File: src/rtl/ltc_pkg.sv
`timescale 1ns / 1ps
// Shared constants, codes and elaboration helpers for the load throttle controller.
// Used by ltc_cdiv and load_throttle_controller_unit; depends on nothing else.
package ltc_pkg;

	// Field widths of the transaction payloads and registers.
	localparam int FRAME_TIME_W = 20;
	localparam int TARGET_W     = 14;
	localparam int LEVEL_W      = 9;
	localparam int EVENT_W      = 2;

	// Defaults of the top level parameters.
	localparam int TRAILING_FRAMES_N_DEF = 112;
	localparam int FRAC_BITS_DEF         = 16;

	// Throttle law.
	localparam logic [LEVEL_W-1:0] LEVEL_FULL = 9'd320;
	localparam int RAISE_STEP    = 8;
	localparam int LOWER_STEP    = 2;
	localparam int RAISE_SPAN_US = 1000;
	localparam int LOWER_SPAN_US = 2000;
	// A raise multiplier beyond this always saturates the level.
	localparam int RAISE_K_MAX   = 40;
	localparam int RAISE_K_W     = 6;
	// The lowering multiplier never exceeds 8 since targets are 14 bits.
	localparam int LOWER_K_W     = 4;

	// Register reset values.
	localparam logic [TARGET_W-1:0] START_TARGET_RST   = 14'd9000;
	localparam logic [TARGET_W-1:0] BACKOFF_TARGET_RST = 14'd4400;

	// Configuration port.
	localparam int APB_ADDR_W = 3;
	localparam int APB_DATA_W = 32;
	localparam int REG_IDX_W  = 1;
	localparam logic [REG_IDX_W-1:0] REG_START_TARGET   = 1'b0;
	localparam logic [REG_IDX_W-1:0] REG_BACKOFF_TARGET = 1'b1;

	typedef enum logic [EVENT_W-1:0] {
		EVT_NONE  = 2'd0,
		EVT_RAISE = 2'd1,
		EVT_LOWER = 2'd2
	} adjust_evt_t;

	// Number of trailing zero bits of a positive constant; elaboration only.
	function automatic int ctz(input int value);
		int n;
		n = 0;
		for (int i = 0; i < 30; i++) begin
			if (((value >> n) & 1) == 0) begin
				n = n + 1;
			end
		end
		return n;
	endfunction

endpackage

File: src/rtl/ltc_cdiv.sv
`timescale 1ns / 1ps
// Unsigned floor division by a constant: power-of-two factor as a shift, odd rest
// by an exact reciprocal multiply. Depends on ltc_pkg.
module ltc_cdiv #(
	parameter int XW  = ltc_pkg::FRAME_TIME_W,
	parameter int DIV = ltc_pkg::RAISE_SPAN_US
) (
	input  logic [XW-1:0] x,
	output logic [XW-1:0] q
);
	import ltc_pkg::*;

	localparam int S   = ctz(DIV);
	localparam int ODD = DIV >> S;
	localparam int DW  = XW - S;
	localparam int L   = $clog2(ODD);
	localparam int MW  = DW + 1;
	localparam int PW  = DW + MW;
	// ceil(2^(DW+L) / ODD) gives an exact quotient for every DW-bit dividend.
	localparam logic [63:0] RECIP_FULL =
		((64'd1 << (DW + L)) + 64'(ODD) - 64'd1) / 64'(ODD);
	localparam logic [MW-1:0] RECIP = RECIP_FULL[MW-1:0];

	logic [DW-1:0] x_odd;
	logic [PW-1:0] prod;

	assign x_odd = x[XW-1:S];
	assign prod  = PW'(x_odd) * PW'(RECIP);
	assign q     = XW'(prod[PW-1:DW+L]);

endmodule

File: src/rtl/load_throttle_controller_unit.sv
`timescale 1ns / 1ps
// Load throttle controller: moving average of frame time and periodic throttle update.
// One frame transaction is taken every cycle unless the result channel stalls, set by the
// average update loop (one reciprocal multiply, subtract and add per cycle). Reset clears
// all valid flags, the average and the throttle level, loads the frame phase with 2 mod
// TRAILING_FRAMES_N and the targets with 9000 and 4400. Depends on ltc_pkg and ltc_cdiv.
module load_throttle_controller_unit #(
	parameter int TRAILING_FRAMES_N = ltc_pkg::TRAILING_FRAMES_N_DEF,
	parameter int FRAC_BITS         = ltc_pkg::FRAC_BITS_DEF
) (
	input  logic                              clk,
	input  logic                              arst_n,
	// Frame channel
	input  logic                              frame_valid,
	output logic                              frame_stall,
	input  logic [ltc_pkg::FRAME_TIME_W-1:0]  frame_time_us,
	// Result channel
	output logic                              result_valid,
	input  logic                              result_stall,
	output logic [ltc_pkg::LEVEL_W-1:0]       throttle_level,
	output logic [ltc_pkg::FRAME_TIME_W-1:0]  average_time_us,
	output logic [ltc_pkg::EVENT_W-1:0]       adjust_event,
	// Configuration port
	input  logic                              psel,
	input  logic                              penable,
	input  logic                              pwrite,
	input  logic [ltc_pkg::APB_ADDR_W-1:0]    paddr,
	input  logic [ltc_pkg::APB_DATA_W-1:0]    pwdata,
	output logic [ltc_pkg::APB_DATA_W-1:0]    prdata,
	output logic                              pready
);
	import ltc_pkg::*;

	localparam int AVG_W   = FRAME_TIME_W + FRAC_BITS;
	localparam int PHASE_W = $clog2(TRAILING_FRAMES_N);
	localparam logic [PHASE_W-1:0] PHASE_RST  = PHASE_W'(2 % TRAILING_FRAMES_N);
	localparam logic [PHASE_W-1:0] PHASE_LAST = PHASE_W'(TRAILING_FRAMES_N - 1);

	// Configuration registers
	logic [TARGET_W-1:0]  start_target_q;
	logic [TARGET_W-1:0]  backoff_target_q;
	logic                 cfg_write;
	logic [REG_IDX_W-1:0] cfg_idx;

	// Pipeline
	logic                    valid_s1, valid_s2, valid_s3, valid_s4, valid_s5;
	logic                    en_s1, en_s2, en_s3, en_s4, en_s5;
	logic [FRAME_TIME_W-1:0] time_s1;
	logic [AVG_W-1:0]        time_fx;
	logic [AVG_W-1:0]        time_quot;
	logic [AVG_W-1:0]        time_quot_s2;
	logic [AVG_W-1:0]        avg_q;
	logic [AVG_W-1:0]        avg_quot;
	logic [AVG_W-1:0]        avg_next;
	logic [PHASE_W-1:0]      phase_q;
	logic                    act_s3;
	logic [AVG_W-1:0]        start_fx;
	logic [AVG_W-1:0]        backoff_fx;
	logic                    over_start;
	logic [AVG_W-1:0]        raise_diff;
	logic [AVG_W-1:0]        lower_diff;
	logic [FRAME_TIME_W-1:0] raise_k;
	logic [FRAME_TIME_W-1:0] lower_k;
	logic                    raise_s4;
	logic                    lower_s4;
	logic [RAISE_K_W-1:0]    raise_k_s4;
	logic [LOWER_K_W-1:0]    lower_k_s4;
	logic [FRAME_TIME_W-1:0] avg_us_s4;
	logic [LEVEL_W-1:0]      throttle_q;
	logic [FRAME_TIME_W-1:0] avg_us_s5;
	adjust_evt_t             event_s5;
	logic [LEVEL_W:0]        raise_inc;
	logic [LEVEL_W:0]        raise_sum;
	logic [LEVEL_W-1:0]      level_raised;
	logic [LOWER_K_W:0]      lower_dec;
	logic [LEVEL_W-1:0]      level_lowered;

	// ---------------- Configuration port ----------------
	assign pready    = 1'b1;
	assign cfg_write = psel && penable && pwrite && pready;
	assign cfg_idx   = paddr[2];

	always_ff @(posedge clk or negedge arst_n) begin
		if (!arst_n) begin
			start_target_q   <= START_TARGET_RST;
			backoff_target_q <= BACKOFF_TARGET_RST;
		end else if (cfg_write) begin
			unique case (cfg_idx)
				REG_START_TARGET:   start_target_q   <= pwdata[TARGET_W-1:0];
				REG_BACKOFF_TARGET: backoff_target_q <= pwdata[TARGET_W-1:0];
				default: ;
			endcase
		end
	end

	always_comb begin
		unique case (cfg_idx)
			REG_START_TARGET:   prdata = APB_DATA_W'(start_target_q);
			REG_BACKOFF_TARGET: prdata = APB_DATA_W'(backoff_target_q);
			default:            prdata = '0;
		endcase
	end

	// ---------------- Stage enables ----------------
	// A stage loads when it is empty or its content moves on, so bubbles collapse.
	assign en_s5 = !valid_s5 || !result_stall;
	assign en_s4 = !valid_s4 || en_s5;
	assign en_s3 = !valid_s3 || en_s4;
	assign en_s2 = !valid_s2 || en_s3;
	assign en_s1 = !valid_s1 || en_s2;
	assign frame_stall = !en_s1;

	always_ff @(posedge clk or negedge arst_n) begin
		if (!arst_n) begin
			valid_s1 <= 1'b0;
			valid_s2 <= 1'b0;
			valid_s3 <= 1'b0;
			valid_s4 <= 1'b0;
			valid_s5 <= 1'b0;
		end else begin
			if (en_s1) valid_s1 <= frame_valid;
			if (en_s2) valid_s2 <= valid_s1;
			if (en_s3) valid_s3 <= valid_s2;
			if (en_s4) valid_s4 <= valid_s3;
			if (en_s5) valid_s5 <= valid_s4;
		end
	end

	// ---------------- Stage 1: input register ----------------
	always_ff @(posedge clk) begin
		if (en_s1 && frame_valid) begin
			time_s1 <= frame_time_us;
		end
	end

	// ---------------- Stage 2: scaled frame time over N ----------------
	assign time_fx = {time_s1, {FRAC_BITS{1'b0}}};

	ltc_cdiv #(
		.XW  (AVG_W),
		.DIV (TRAILING_FRAMES_N)
	) u_time_div (
		.x (time_fx),
		.q (time_quot)
	);

	always_ff @(posedge clk) begin
		if (en_s2 && valid_s1) begin
			time_quot_s2 <= time_quot;
		end
	end

	// ---------------- Stage 3: average update ----------------
	ltc_cdiv #(
		.XW  (AVG_W),
		.DIV (TRAILING_FRAMES_N)
	) u_avg_div (
		.x (avg_q),
		.q (avg_quot)
	);

	assign avg_next = avg_q - avg_quot + time_quot_s2;

	always_ff @(posedge clk or negedge arst_n) begin
		if (!arst_n) begin
			avg_q   <= '0;
			phase_q <= PHASE_RST;
			act_s3  <= 1'b0;
		end else if (en_s3 && valid_s2) begin
			avg_q   <= avg_next;
			act_s3  <= (phase_q == '0);
			phase_q <= (phase_q == PHASE_LAST) ? '0 : phase_q + PHASE_W'(1);
		end
	end

	// ---------------- Stage 4: decision and step multipliers ----------------
	assign start_fx   = AVG_W'({start_target_q, {FRAC_BITS{1'b0}}});
	assign backoff_fx = AVG_W'({backoff_target_q, {FRAC_BITS{1'b0}}});
	assign over_start = avg_q > start_fx;
	assign raise_diff = avg_q - start_fx;
	assign lower_diff = start_fx - avg_q;

	ltc_cdiv #(
		.XW  (FRAME_TIME_W),
		.DIV (RAISE_SPAN_US)
	) u_raise_div (
		.x (raise_diff[AVG_W-1:FRAC_BITS]),
		.q (raise_k)
	);

	ltc_cdiv #(
		.XW  (FRAME_TIME_W),
		.DIV (LOWER_SPAN_US)
	) u_lower_div (
		.x (lower_diff[AVG_W-1:FRAC_BITS]),
		.q (lower_k)
	);

	always_ff @(posedge clk) begin
		if (en_s4 && valid_s3) begin
			raise_s4   <= act_s3 && over_start;
			lower_s4   <= act_s3 && !over_start && (avg_q <= backoff_fx);
			raise_k_s4 <= (raise_k >= FRAME_TIME_W'(RAISE_K_MAX)) ?
				RAISE_K_W'(RAISE_K_MAX) : raise_k[RAISE_K_W-1:0];
			// Only used when the average is at or below start, where it is at most 8.
			lower_k_s4 <= lower_k[LOWER_K_W-1:0];
			avg_us_s4  <= avg_q[AVG_W-1:FRAC_BITS];
		end
	end

	// ---------------- Stage 5: throttle update and result register ----------------
	assign raise_inc    = (LEVEL_W+1)'((10'(raise_k_s4) + 10'd1) * 10'(RAISE_STEP));
	assign raise_sum    = {1'b0, throttle_q} + raise_inc;
	assign level_raised = (raise_sum > (LEVEL_W+1)'(LEVEL_FULL)) ?
		LEVEL_FULL : raise_sum[LEVEL_W-1:0];
	assign lower_dec    = (LOWER_K_W+1)'(((LOWER_K_W+1)'(lower_k_s4) + (LOWER_K_W+1)'(1)) *
		(LOWER_K_W+1)'(LOWER_STEP));
	assign level_lowered = (LEVEL_W'(lower_dec) >= throttle_q) ?
		'0 : throttle_q - LEVEL_W'(lower_dec);

	always_ff @(posedge clk or negedge arst_n) begin
		if (!arst_n) begin
			throttle_q <= '0;
		end else if (en_s5 && valid_s4) begin
			if (raise_s4) begin
				throttle_q <= level_raised;
			end else if (lower_s4 && (throttle_q != '0)) begin
				throttle_q <= level_lowered;
			end
		end
	end

	always_ff @(posedge clk) begin
		if (en_s5 && valid_s4) begin
			avg_us_s5 <= avg_us_s4;
			if (raise_s4) begin
				event_s5 <= EVT_RAISE;
			end else if (lower_s4 && (throttle_q != '0)) begin
				event_s5 <= EVT_LOWER;
			end else begin
				event_s5 <= EVT_NONE;
			end
		end
	end

	assign result_valid    = valid_s5;
	assign throttle_level  = throttle_q;
	assign average_time_us = avg_us_s5;
	assign adjust_event    = event_s5;

	// ---------------- Assertions ----------------
	a_level_bound: assert property (@(posedge clk) disable iff (!arst_n)
		throttle_q <= LEVEL_FULL)
		else $error("throttle level above full scale");

	a_branch_exclusive: assert property (@(posedge clk) disable iff (!arst_n)
		valid_s4 |-> !(raise_s4 && lower_s4))
		else $error("raise and lower taken for the same frame");

	a_lower_decreases: assert property (@(posedge clk) disable iff (!arst_n)
		(en_s5 && valid_s4 && !raise_s4 && lower_s4 && (throttle_q != '0)) |=>
		(throttle_q < $past(throttle_q)))
		else $error("lowering did not reduce the throttle level");

	a_avg_holds: assert property (@(posedge clk) disable iff (!arst_n)
		!(en_s3 && valid_s2) |=> $stable(avg_q))
		else $error("average changed without a frame transaction");

endmodule
File: config.mk
export PLATFORM = sky130hd
export DESIGN_NAME = load_throttle_controller_unit
export DESIGN_NICKNAME = d
export VERILOG_FILES = /design/src/rtl/ltc_pkg.sv /design/src/rtl/ltc_cdiv.sv /design/src/rtl/load_throttle_controller_unit.sv
export SDC_FILE = /design/constraint.sdc
export NUM_CORES = 2
export LEC_CHECK = 0
export ABC_AREA = 1
export BUFFER_PORTS_ARGS = -buffer_cell sky130_fd_sc_hd__buf_2
export CAP_MARGIN = 40
export CORE_ASPECT_RATIO = 0.9
export CORE_UTILIZATION = 64
export DETAILED_ROUTE_END_ITERATION = 16
export GPL_TIMING_DRIVEN = 1
export PLACE_DENSITY_LB_ADDON = 0.25
export SETUP_SLACK_MARGIN = 0.4
export SKIP_LAST_GASP = 1
export SLEW_MARGIN = 20
export SYNTH_ARGS = -nofsm -noshare
export SYNTH_HDL_FRONTEND = slang
export SYNTH_HIERARCHICAL = 1
export SYNTH_SLANG_ARGS = --single-unit
export TNS_END_PERCENT = 20
File: constraint.sdc
create_clock -name clk -period 10.1 [get_ports clk]
set_input_delay 1.515 -clock clk [delete_from_list [all_inputs] [get_ports clk]]
set_output_delay 1.515 -clock clk [all_outputs]
set_load 0.005 [all_outputs]
==> results.yml <==
critical_path:
  cp_max_fo: 9
  crit_path_start_kind: "flop"
  cp_data_arrival_time_ns: 9.18
  slowest_delay_ns: 0.86
  r2r-start: "avg_q[35]"
  path_class: "reg -> reg"
  timing.rr.end: "avg_q[16]"
  crit_path_end_kind: "flop"
  crit_required_ns: 10.44
  slowest_stage: "dfrtp_1"
  r2r_slack_ns: 1.26
  path_common_cell: "nand2_1"
  r2r_cells: 34
clock_tree:
  clk_latency_ns: 0.49
  cts_resized: 0
  htree_num_levels: 4
  path_clk_slew_ns: 0.09
  cts_hold_buf: 0
  post-cts-setup-buffer-count: 0
  cts_sinks: 195
  cts_made_buffers: 17
  cts.path.max_buffers: 2
  cts_root_buffer: "clkbuf_16"
  cts_tree: "built"
min_path:
  hp-start: "avg_us_s4[7]"
  worstHoldPathType: "reg -> reg"
  min_to: "average_time_us[7]"
  worstHoldPathCells: 0
timing:
  finalCritPeriodShare_pct: 87.5
  hold_violations: 0
  worst_slew_pin_slew_ns: 0.939
  min_period_ns: 8.84
  clock.fmax_ghz: 0.113
  setup_viol: 0
  slew_violations: 0
  rsz0062_at_grt: "no"
  max_slew_margin_pct: 37.2
  final.setup.tns_ns: 0
  skew_ns: 0.0152
floorplanning:
  die_h_um: 261
  coreArea_mm2: 0.0734
  die_area_mm2: 0.0755
  pin_count: 128
  initial_core_util_pct: 64.8
  die_width_um: 289
  row_count: 94
logic_synthesis:
  synthesis.yosys.warnings: 6
  avgSynthCellArea_um2: 7.31
  netlist_instances: 6515
  syn_area_mm2: 0.0476
global_route:
  grt_max_degree: 49
  antenna_found_initial: 0
  grt_usage_pct: 37.1
  grt_pass1_vias: 39437
  grt_first_pass_wirelength_mm: 212
  grt.overflow.total: 0
cells_and_area:
  layout-drive-gt1-share_pct: 5.70
  nNetsFinal: 8132
  layout_commonest_cell: "nand2_1"
  final_cell_mix: "nand2_1 (1764), inv_1 (1734), ha_1 (905)"
  antenna_cells: 0
  area_delta_synth_final_pct: 5.01
route:
  drt_pass1_iterations: 6
  drt-wirelength-per-cell_um: 17.9
  drt_iter0_drc: 2873
  wl_mm: 137
  drc_errors: 0
  antenna_left: 0
  route.vias.total: 40605
  vias_per_cell: 5.31
placed_design:
  portBuffers: 87
  dp.final_hpwl_mm: 122
  gp_congestion: 1.01
outcome:
  status: "finished clean"
flow_run:
  maxCapViolCount: 0
registers in the layout (all words and copies together), names as in the netlist, 2 cells and up:
signal and cells:
adjust_event 2, average_time_us 20, avg_q 36, avg_us_s4 20, backoff_target_q 14, lower_k_s4 4
phase_q 7, raise_k_s4 6, start_target_q 14, throttle_level 8, time_quot_s2 36, time_s1 20
through the flow:
| stage | worst slack [ns] | cell area [µm²] | cells | hold slack (ns) | util (%) |
|---|---|---|---|---|---|
| finish | 1.26 | 50000 | 7643 | 0.423 | 68.1 |
| global route | 0.860 | 50000 | 7643 | 0.438 | 68.1 |
| CTS | 1.46 | 50000 | 7642 | 0.423 | 68.1 |
| detailed placement | 1.48 | 49400 | 7610 | 0.405 | 67.3 |
| global placement | 1.52 | 49300 | 7601 | 0.402 | 67.1 |
| floorplan | 2.96 | 47900 | 6596 | 0.400 | - |
layout make-up:
cell class                 count  area [µm²]
inverter                    1778        6670
sequential                   195        5440
fill                        6468       23400
timing repair buffer         121         707
clock buffer                  18         429
tap                          960        1200
multi-input combinational   4557       35300
clock inverter                14         181
worst max-delay path: cells and delay by family, from the launching register on:
| kind | cells | cell delay (ns) |
|---|---|---|
| xor gates and xnor gates | 2 | 0.72 |
| buffers and inverters | 7 | 0.39 |
| DFF | 1 | 0.86 |
| AOI/OAI and AO/OA | 1 | 0.11 |
| and+or+nand+nor | 12 | 1.68 |
| adders and majority gates | 12 | 4.94 |
worst max path at each step:
stage	startpoint	to	cells past startpoint
global route	avg_q[35]	avg_q[29]	31
detailed placement	avg_q[35]	avg_q[16]	34
CTS	avg_q[35]	avg_q[16]	34
finish	avg_q[35]	avg_q[16]	34
global placement	avg_q[35]	avg_q[16]	34
floorplan	avg_q[35]	avg_q[29]	31
per-layer routing:
metal	wire length [µm]	track usage [%]	share of wire (%)
met2	61300	59.2	45
met3	12100	8.08	8.8
met5	0	0	0
met4	4980	12.6	3.6
met1	58700	49.5	43
Power is left out: the tool's default activity adds up to more than one toggle a clock period on the data nets, which glitch-free logic cannot reach.
